`config.mk`:
```
export PLATFORM = sky130hd
export DESIGN_NAME = flash_download_session_fsm
export DESIGN_NICKNAME = d
export VERILOG_FILES = /design/src/design/fdsf_pkg.sv /design/src/design/fdsf_front.sv /design/src/design/fdsf_queue.sv /design/src/design/flash_download_session_fsm.sv
export VERILOG_INCLUDE_DIRS = /design/src /design/src/design
export SDC_FILE = /design/constraint.sdc
export NUM_CORES = 1
export LEC_CHECK = 0
export ABC_AREA = 1
export BUFFER_PORTS_ARGS = -buffer_cell sky130_fd_sc_hd__buf_2
export CAP_MARGIN = 20
export CORE_UTILIZATION = 60
export CTS_BUF_LIST = sky130_fd_sc_hd__clkbuf_16
export DETAILED_ROUTE_END_ITERATION = 8
export HOLD_SLACK_MARGIN = 0.1
export PLACE_DENSITY = 0.76
export RECOVER_POWER = 25
export SLEW_MARGIN = 20
export SYNTH_ARGS = -nofsm -noshare
export SYNTH_HDL_FRONTEND = slang
export SYNTH_SLANG_ARGS = --single-unit
```
`constraint.sdc`:
```
create_clock -name i_clk -period 3.9 [get_ports i_clk]
set_input_delay 0 -clock i_clk [delete_from_list [all_inputs] [get_ports i_clk]]
set_output_delay 0 -clock i_clk [all_outputs]
set_load 0.005 [all_outputs]
```
`src/design/flash_download_session_fsm_macros.svh`:
```
// ----------------------------------------------------------------------------
// flash download session assertion macros
// shared concurrent assertion forms, clocked on i_clk, gated by reset
// ----------------------------------------------------------------------------
`ifndef FLASH_DOWNLOAD_SESSION_FSM_MACROS_SVH
`define FLASH_DOWNLOAD_SESSION_FSM_MACROS_SVH

// condition holds at every clock edge out of reset
`define FDSF_ASSERT_ALWAYS(label, cond, msg) \
    label: assert property (@(posedge i_clk) disable iff (!i_rst_n) (cond)) \
        else $error(msg);

// antecedent implies consequent in the same cycle
`define FDSF_ASSERT_IMPLY(label, ante, cons, msg) \
    label: assert property (@(posedge i_clk) disable iff (!i_rst_n) (ante) |-> (cons)) \
        else $error(msg);

`endif

```
`src/design/fdsf_pkg.sv`:
```
// ----------------------------------------------------------------------------
// fdsf_pkg
// shared types, codes and crc helper of the flash download session block
// ----------------------------------------------------------------------------
package fdsf_pkg;

    localparam int PAGE_BYTES_DEF = 128;
    localparam int QUEUE_DEPTH    = 4;

    localparam logic [7:0] SVC_SESSION  = 8'h10;
    localparam logic [7:0] SVC_DOWNLOAD = 8'h34;
    localparam logic [7:0] SVC_TRANSFER = 8'h36;
    localparam logic [7:0] SVC_EXIT     = 8'h37;
    localparam logic [7:0] RESP_NEG     = 8'h7F;
    localparam logic [7:0] RESP_OFS     = 8'h40;
    localparam logic [15:0] CRC_INIT    = 16'hFFFF;
    localparam logic [15:0] CRC_POLY    = 16'hA001;

    localparam logic [1:0] CFG_MAX_SIZE = 2'd0;
    localparam logic [1:0] CFG_CRC_CODE = 2'd1;
    localparam logic [1:0] CFG_SUBCODE  = 2'd2;

    localparam logic KIND_RESP  = 1'b0;
    localparam logic KIND_FLASH = 1'b1;

    typedef enum logic [2:0] {
        ST_SESSION  = 3'd0,
        ST_DOWNLOAD = 3'd1,
        ST_TRANSFER = 3'd2,
        ST_EXIT     = 3'd3,
        ST_CHECK    = 3'd4
    } t_sess_state;

    typedef struct packed {
        logic       func;
        logic [7:0] rx_byte;
    } t_in_item;

    typedef struct packed {
        logic        kind;
        logic [7:0]  resp_byte;
        logic [14:0] flash_addr;
        logic [7:0]  flash_byte;
        logic        start_app;
        logic        last;
    } t_out_item;

    typedef struct packed {
        logic [15:0] size_limit;
        logic [7:0]  crc_check_code;
        logic [7:0]  session_subcode;
    } t_cfg;

    // crc-16 reflected, one byte
    function automatic logic [15:0] crc_update(input logic [15:0] crc, input logic [7:0] b);
        logic [15:0] c;
        c = crc ^ {8'h00, b};
        for (int i = 0; i < 8; i++) begin
            c = c[0] ? ((c >> 1) ^ CRC_POLY) : (c >> 1);
        end
        return c;
    endfunction

endpackage

```
`src/design/fdsf_front.sv`:
```
// ----------------------------------------------------------------------------
// fdsf_front
// frames incoming bytes, runs the session sequence and builds result items
// ----------------------------------------------------------------------------
module fdsf_front #(
    parameter int PAGE_BYTES = fdsf_pkg::PAGE_BYTES_DEF
) (
    input  logic               i_clk,
    input  logic               i_rst_n,
    input  logic               i_accept,
    input  fdsf_pkg::t_in_item i_item,
    input  fdsf_pkg::t_cfg     i_cfg,
    output logic [1:0]         o_wr_cnt,
    output fdsf_pkg::t_out_item o_res0,
    output fdsf_pkg::t_out_item o_res1
);

    localparam logic [7:0]  XFER_LEN  = 8'(PAGE_BYTES + 1);
    localparam logic [15:0] PAGE_INC  = 16'(PAGE_BYTES);
    localparam logic [14:0] PAGE_MULT = 15'(PAGE_BYTES);

    logic                  r_busy, n_busy;
    logic [7:0]            r_len, n_len;
    logic [7:0]            r_idx, n_idx;
    logic [7:0]            r_svc, n_svc;
    logic [15:0]           r_pw, n_pw;
    logic                  r_ta, n_ta;
    fdsf_pkg::t_sess_state r_sess, n_sess;
    logic [15:0]           r_size, n_size;
    logic [15:0]           r_recv, n_recv;
    logic [7:0]            r_page, n_page;
    logic [15:0]           r_crc, n_crc;

    logic        flash_hit;
    logic        resp_hit;
    logic [7:0]  resp_code;
    logic        resp_start;
    logic [7:0]  idx_inc;
    logic [15:0] recv_inc;

    assign idx_inc  = r_idx + 8'd1;
    assign recv_inc = r_recv + PAGE_INC;

    // next state of framing and session
    always_comb begin
        logic [7:0]  svc_v;
        logic [15:0] pw_v;
        logic        ta_v;
        n_busy = r_busy; n_len = r_len; n_idx = r_idx; n_svc = r_svc;
        n_pw = r_pw; n_ta = r_ta; n_sess = r_sess; n_size = r_size;
        n_recv = r_recv; n_page = r_page; n_crc = r_crc;
        flash_hit = 1'b0; resp_hit = 1'b0;
        resp_code = fdsf_pkg::RESP_NEG; resp_start = 1'b0;
        svc_v = r_svc; pw_v = r_pw; ta_v = r_ta;
        if (i_accept) begin
            if (i_item.func) begin
                n_svc = fdsf_pkg::SVC_SESSION;
                n_sess = fdsf_pkg::ST_DOWNLOAD;
                resp_hit = 1'b1;
                resp_code = fdsf_pkg::SVC_SESSION + fdsf_pkg::RESP_OFS;
            end else if (!r_busy) begin
                if (i_item.rx_byte != 8'd0) begin
                    n_len = i_item.rx_byte;
                    n_idx = 8'd0;
                    n_busy = 1'b1;
                end
            end else begin
                if (r_idx == 8'd0) begin
                    svc_v = i_item.rx_byte;
                    pw_v = 16'd0;
                    ta_v = (i_item.rx_byte == fdsf_pkg::SVC_TRANSFER)
                        && (r_sess == fdsf_pkg::ST_TRANSFER) && (r_len == XFER_LEN);
                end else begin
                    pw_v = {r_pw[7:0], i_item.rx_byte};
                    if (r_ta) begin
                        flash_hit = 1'b1;
                        n_crc = fdsf_pkg::crc_update(r_crc, i_item.rx_byte);
                    end
                end
                n_svc = svc_v; n_pw = pw_v; n_ta = ta_v; n_idx = idx_inc;
                if (idx_inc == r_len) begin
                    n_busy = 1'b0;
                    n_idx = 8'd0;
                    n_ta = 1'b0;
                    resp_hit = 1'b1;
                    n_sess = fdsf_pkg::ST_SESSION;
                    priority if (svc_v == fdsf_pkg::SVC_SESSION) begin
                        if (r_len == 8'd2 && pw_v[7:0] == i_cfg.session_subcode
                            && r_sess == fdsf_pkg::ST_SESSION) begin
                            n_sess = fdsf_pkg::ST_DOWNLOAD;
                            resp_code = svc_v + fdsf_pkg::RESP_OFS;
                        end
                    end else if (svc_v == fdsf_pkg::SVC_DOWNLOAD) begin
                        if (r_sess == fdsf_pkg::ST_DOWNLOAD && r_len == 8'd3
                            && pw_v < i_cfg.size_limit) begin
                            n_size = pw_v; n_recv = 16'd0; n_page = 8'd0;
                            n_crc = fdsf_pkg::CRC_INIT;
                            n_sess = fdsf_pkg::ST_TRANSFER;
                            resp_code = svc_v + fdsf_pkg::RESP_OFS;
                        end
                    end else if (svc_v == fdsf_pkg::SVC_TRANSFER) begin
                        if (ta_v) begin
                            n_page = r_page + 8'd1;
                            n_recv = recv_inc;
                            n_sess = (recv_inc == r_size) ? fdsf_pkg::ST_EXIT : r_sess;
                            resp_code = svc_v + fdsf_pkg::RESP_OFS;
                        end
                    end else if (svc_v == fdsf_pkg::SVC_EXIT) begin
                        if (r_sess == fdsf_pkg::ST_EXIT && r_len == 8'd1) begin
                            n_sess = fdsf_pkg::ST_CHECK;
                            resp_code = svc_v + fdsf_pkg::RESP_OFS;
                        end
                    end else if (svc_v == i_cfg.crc_check_code) begin
                        if (r_sess == fdsf_pkg::ST_CHECK && r_len == 8'd3
                            && pw_v == n_crc) begin
                            resp_start = 1'b1;
                            resp_code = svc_v + fdsf_pkg::RESP_OFS;
                        end
                    end else begin
                        resp_code = fdsf_pkg::RESP_NEG;
                    end
                end
            end
        end
    end

    // result items toward the queue
    always_comb begin
        fdsf_pkg::t_out_item flash_item;
        fdsf_pkg::t_out_item resp_item;
        flash_item.kind       = fdsf_pkg::KIND_FLASH;
        flash_item.resp_byte  = 8'd0;
        flash_item.flash_addr = 15'({7'd0, r_page} * PAGE_MULT) + 15'(r_idx - 8'd1);
        flash_item.flash_byte = i_item.rx_byte;
        flash_item.start_app  = 1'b0;
        flash_item.last       = !resp_hit;
        resp_item.kind        = fdsf_pkg::KIND_RESP;
        resp_item.resp_byte   = resp_code;
        resp_item.flash_addr  = 15'd0;
        resp_item.flash_byte  = 8'd0;
        resp_item.start_app   = resp_start;
        resp_item.last        = 1'b1;
        o_res0 = flash_hit ? flash_item : resp_item;
        o_res1 = resp_item;
        o_wr_cnt = 2'({1'b0, flash_hit} + {1'b0, resp_hit});
    end

    // state registers
    always_ff @(posedge i_clk) begin
        if (!i_rst_n) begin
            r_busy <= 1'b0; r_len <= 8'd0; r_idx <= 8'd0; r_svc <= 8'd0;
            r_pw <= 16'd0; r_ta <= 1'b0; r_sess <= fdsf_pkg::ST_SESSION;
            r_size <= 16'd0; r_recv <= 16'd0; r_page <= 8'd0;
            r_crc <= fdsf_pkg::CRC_INIT;
        end else begin
            r_busy <= n_busy; r_len <= n_len; r_idx <= n_idx; r_svc <= n_svc;
            r_pw <= n_pw; r_ta <= n_ta; r_sess <= n_sess;
            r_size <= n_size; r_recv <= n_recv; r_page <= n_page; r_crc <= n_crc;
        end
    end

endmodule

```
`src/design/fdsf_queue.sv`:
```
// ----------------------------------------------------------------------------
// fdsf_queue
// result queue, takes up to two items a cycle, hands out one
// ----------------------------------------------------------------------------
module fdsf_queue (
    input  logic                i_clk,
    input  logic                i_rst_n,
    input  logic [1:0]          i_wr_cnt,
    input  fdsf_pkg::t_out_item i_res0,
    input  fdsf_pkg::t_out_item i_res1,
    input  logic                i_pop,
    output logic                o_full,
    output logic                o_empty,
    output fdsf_pkg::t_out_item o_head
);

    localparam int PW = $clog2(fdsf_pkg::QUEUE_DEPTH);

    fdsf_pkg::t_out_item r_mem [fdsf_pkg::QUEUE_DEPTH];
    logic [PW-1:0] r_wp, r_rp;
    logic [PW:0]   r_cnt;
    logic          rd;
    logic [PW-1:0] wp1;

    assign o_empty = (r_cnt == '0);
    // room for two items needed before taking the next input
    assign o_full  = (r_cnt > (PW+1)'(fdsf_pkg::QUEUE_DEPTH - 2));
    assign o_head  = r_mem[r_rp];
    assign rd      = i_pop && !o_empty;
    assign wp1     = r_wp + 1'b1;

    // storage writes
    always_ff @(posedge i_clk) begin
        if (i_wr_cnt != 2'd0) r_mem[r_wp] <= i_res0;
        if (i_wr_cnt == 2'd2) r_mem[wp1] <= i_res1;
    end

    // pointers and fill count
    always_ff @(posedge i_clk) begin
        if (!i_rst_n) begin
            r_wp <= '0; r_rp <= '0; r_cnt <= '0;
        end else begin
            r_wp  <= r_wp + PW'(i_wr_cnt);
            r_rp  <= r_rp + PW'(rd);
            r_cnt <= r_cnt + (PW+1)'(i_wr_cnt) - (PW+1)'(rd);
        end
    end

endmodule

```
`src/design/flash_download_session_fsm.sv`:
```
// a result is built from its taken input byte and registered into the result queue before it reaches the queue head
// throughput: one byte per cycle; a byte yields at most two results, drained one a cycle
// the front stalls only when the four-entry result queue lacks room for two results
// reset: synchronous active low; session waits for programming session, crc = 0xFFFF
// configuration resets to max size 28672, check code 0x31, session subcode 0x03
// ----------------------------------------------------------------------------
// flash_download_session_fsm
// top level: configuration registers, request front end and result queue
// ----------------------------------------------------------------------------
`include "flash_download_session_fsm_macros.svh"

module flash_download_session_fsm #(
    parameter int PAGE_BYTES = fdsf_pkg::PAGE_BYTES_DEF
) (
    input  logic                i_clk,
    input  logic                i_rst_n,
    input  logic                i_push,
    output logic                o_full,
    input  fdsf_pkg::t_in_item  i_in,
    output logic                o_empty,
    input  logic                i_pop,
    output fdsf_pkg::t_out_item o_out,
    input  logic                i_cfg_valid,
    output logic                o_cfg_ready,
    input  logic [1:0]          i_cfg_index,
    input  logic [15:0]         i_cfg_data
);

    fdsf_pkg::t_cfg      r_cfg;
    fdsf_pkg::t_out_item res0, res1;
    logic [1:0]          wr_cnt;
    logic                in_acc;

    assign o_cfg_ready = 1'b1;
    assign in_acc = i_push && !o_full;

    // configuration register writes
    always_ff @(posedge i_clk) begin
        if (!i_rst_n) begin
            r_cfg.size_limit      <= 16'd28672;
            r_cfg.crc_check_code  <= 8'd49;
            r_cfg.session_subcode <= 8'd3;
        end else if (i_cfg_valid && o_cfg_ready) begin
            unique case (i_cfg_index)
                fdsf_pkg::CFG_MAX_SIZE: r_cfg.size_limit      <= i_cfg_data;
                fdsf_pkg::CFG_CRC_CODE: r_cfg.crc_check_code  <= i_cfg_data[7:0];
                fdsf_pkg::CFG_SUBCODE:  r_cfg.session_subcode <= i_cfg_data[7:0];
                default: ;
            endcase
        end
    end

    // request front end
    fdsf_front #(.PAGE_BYTES(PAGE_BYTES)) u_front (
        .i_clk(i_clk), .i_rst_n(i_rst_n), .i_accept(in_acc), .i_item(i_in),
        .i_cfg(r_cfg), .o_wr_cnt(wr_cnt), .o_res0(res0), .o_res1(res1)
    );

    // result queue
    fdsf_queue u_queue (
        .i_clk(i_clk), .i_rst_n(i_rst_n), .i_wr_cnt(wr_cnt), .i_res0(res0),
        .i_res1(res1), .i_pop(i_pop), .o_full(o_full), .o_empty(o_empty),
        .o_head(o_out)
    );

    // checks
    `FDSF_ASSERT_ALWAYS(a_wr_needs_accept, (wr_cnt == 2'd0) || in_acc, "result without accepted transaction")
    `FDSF_ASSERT_ALWAYS(a_start_on_resp, o_empty || !o_out.start_app || (o_out.kind == fdsf_pkg::KIND_RESP && o_out.last), "start_app off a final response")
    `FDSF_ASSERT_ALWAYS(a_flash_clean, o_empty || o_out.kind == fdsf_pkg::KIND_RESP || o_out.resp_byte == 8'd0, "flash write carries a response code")

endmodule
```
==> impl_results.md <==
* Most common cell after layout, fill and taps aside: nand2_1
* Crit path kind: primary input to flop
* PortBufs at 67
* Routed vias at 13.1k
* Via density at 5.69
* Detailed-route wire length per cell at 16.9 um
* Final setup fails at 0
* Post-DRT Antenna Nets at 0
* Std-Cell Rows at 54
* Design Power at 7.68 mW
* Peak VDD IR at 0.313 mV
* Post-synth top area cell: dfxtp_1
* Layout Nets at 2,060
* HP Class: primary input to flop
* Die area at 0.0229 mm^2
* Clock buffer count from CTS at 29
* Clock transition at path regs at 0.06 ns
* Synth top area share at 33.6%
* Worst Path Max Fanout at 47
* Worst Clk Skew at 0.0163 ns
* # DRC at 0
* DRT Pass-1 Iters at 5
* Root Buffer: clkbuf_16
* Gp weighted congestion at 0.944
* Initial core utilization at 61.2%
* Startpoint types: primary input
* Setup WS pre-CTS at 0.146 ns
* CP Capture Type: flop
* Reg-to-Reg Start: u_front.r_idx[1]
* Synth Instances at 1,889
* Yosys warning count at 0
* TritonCTS Sinks at 261
* Post-DP Area at 0.0140 mm^2
* Fin crit share at 96.4%
* #FFs+latches synth at 261
* Vias in the first global route at 12.1k
* CTS max path bufs at 3
* Final min period at 3.76 ns
* Slew Viols, Final at 48
* Largest cells by area after synthesis: dfxtp_1 34%, nand2_1 13%, o21ai_0 8.9%
* H-tree Lvls at 1
* HP Start: i_cfg_data[11]
* Power Dens Cells at 499 mW/mm^2
* First DRT Iteration DRCs at 1,054
* Worst Path Arrival at 4.24 ns
* Max Cap Viol at 1
* All-Layer GR Usage at 34.1%
* Clk_lat worst skew at 0.55 ns
* CTS tree: done
* First-pass GRT wire length at 61,000 um
* Cell variety after synth at 51
* Maximum clock rate at 0.266 GHz
* Syn-to-layout area delta at 14.8%
* Die W at 151 um
* Most frequent cells in the layout: 457 x nand2_1, 237 x o21ai_0, 222 x dfxtp_1
* P_leak at 6.66 nW
* Filler cell count in the final layout at 1,893
* Core footprint at 0.0219 mm^2
* Setup Buffers After CTS at 0
* DRT Wirelength at 38,700 um
* Syn Nets at 1,958
* Status: complete, but fails checks
* Fin area at 0.0154 mm^2
* Diodes inserted at 0
* Worst slew pin tran at 2.14 ns
* Share of layout cells above drive strength 1 at 10.1%
* Final Hold Vio Count at 0
* CP startpoint: i_rst_n
* GRT overflow at 0
* Initial antenna violation count at 0
* Largest net degree at the start of global routing at 70
* Syn_area_per_cell at 7.09 um^2
* Die height at 151 um
* Synthesized cell area at 0.0134 mm^2
* Fin worst setup slack at 0.142 ns
* Dpl hpwl at 26,800 um
* Max transition margin at -42.6%
* Critical path required time at 4.39 ns
* Sequential share of the synthesized area at 41.7%
* Failing checks: capacitance limit, slew limit
* Io pins at 69
metrics by stage:
stage	hold slack (ns)	TNS (ns)	utilization, %	instances
final	0.275	0	70.3	2294
after global routing	0.305	-0.00838	70.3	2294
after CTS	0.241	0	70.2	2294
after detailed placement	0.222	0	64.1	2197
after global placement	0.216	0	64.1	2197
after floorplan	0.113	0	-	1889
synthesized netlist by cell type (all sizes together):
cell type	count
or2	1
nand3b	2
o21a	1
a21o	1
o2111ai	3
o211ai	8
nand2	479
o31ai	1
clkbuf	63
nor3	29
nand4	22
nor4	4
dfxtp	225
nor2	209
buf	17
a31oi	3
a22o	4
a211oi	4
clkinv	6
o22ai	45
xnor2	14
ha	35
a311oi	1
a21oi	116
inv	204
xor2	21
edfxtp	36
fa	2
nand3	84
o21ai	246
conb	1
o221ai	2
routing by layer:
layer  global-route usage, %  vias to the layer above  part of all wire (%)
li1                        -                     6400                     -
met1                    42.4                     5987                    42
met5                       0                        -                     0
met3                    3.80                      126                   6.3
met2                    58.9                      551                    47
met4                    16.0                        0                   4.9
power by group:
part	leakage (nW)	total [mW]	switching (mW)	internal [mW]
Clock	0.479	2.65	1.13	1.52
Combinational	4.05	2.10	1.39	0.710
Sequential	2.13	2.93	0.0816	2.84
worst paths after layout:
path                          endpoint  slack (ns)  cells after the start
setup reg to reg     u_front.r_sess[2]        0.25                     20
setup / recovery     u_front.r_sess[2]        0.14                      6
hold / removal               r_cfg[27]        0.28                      4
hold reg to reg   u_queue.r_mem[2][11]        0.45                      2
final cells by class:
cell class | count | area, um^2 | area share [%]
multi-input cells | 1338 | 6670 | 43.3
flip-flops and latches | 261 | 5590 | 36.3
repair buffers | 151 | 1070 | 6.94
inverters | 210 | 790 | 5.13
clock buffers | 30 | 751 | 4.88
well taps | 280 | 350 | 2.28
clock inverters | 24 | 171 | 1.11
worst max-delay path, cell delays in order:
cell,delay (ns)
dlygate4sd3_1,0.52
clkbuf_1,1.52
clkinv_1,0.79
buf_4,0.49
a211oi_1,0.30
dlygate4sd3_1,0.60
state kept, by name, summed over array words and instances (netlist names), 3 cells and up:
signal and count:
u_front.r_sess 3, u_front.r_svc 8, u_front.r_len 8, u_queue.r_cnt 3, u_front.r_size 16, u_front.r_crc 16, u_front.r_idx 8, r_cfg 32
u_queue.r_mem 136, u_front.r_page 8, u_front.r_pw 8, u_front.r_recv 9
cells by family (layout without fill, tap and decap cells):
| family | after synthesis | in the layout | share of synthesized area (%) |
|---|---|---|---|
| AOI/OAI and AO/OA | 435 | 435 | 17.4 |
| xor gates and xnor gates | 35 | 35 | 2.29 |
| adders and majority gates | 37 | 37 | 3.57 |
| buffers and inverters | 290 | 415 | 8.70 |
| DFF | 261 | 261 | 41.7 |
| other | 1 | 1 | 0.0280 |
| and+or+nand+nor | 830 | 830 | 26.4 |
repair_timing:
| action | in CTS | in global routing |
|---|---|---|
| resized for setup | 0 | 8 |
| hold buffers | 43 | 0 |
| endpoints found under the setup margin | 0 | 84 |
| hold endpoints to repair | 85 | 0 |
Note: power is estimated with default switching activity, not from simulation.
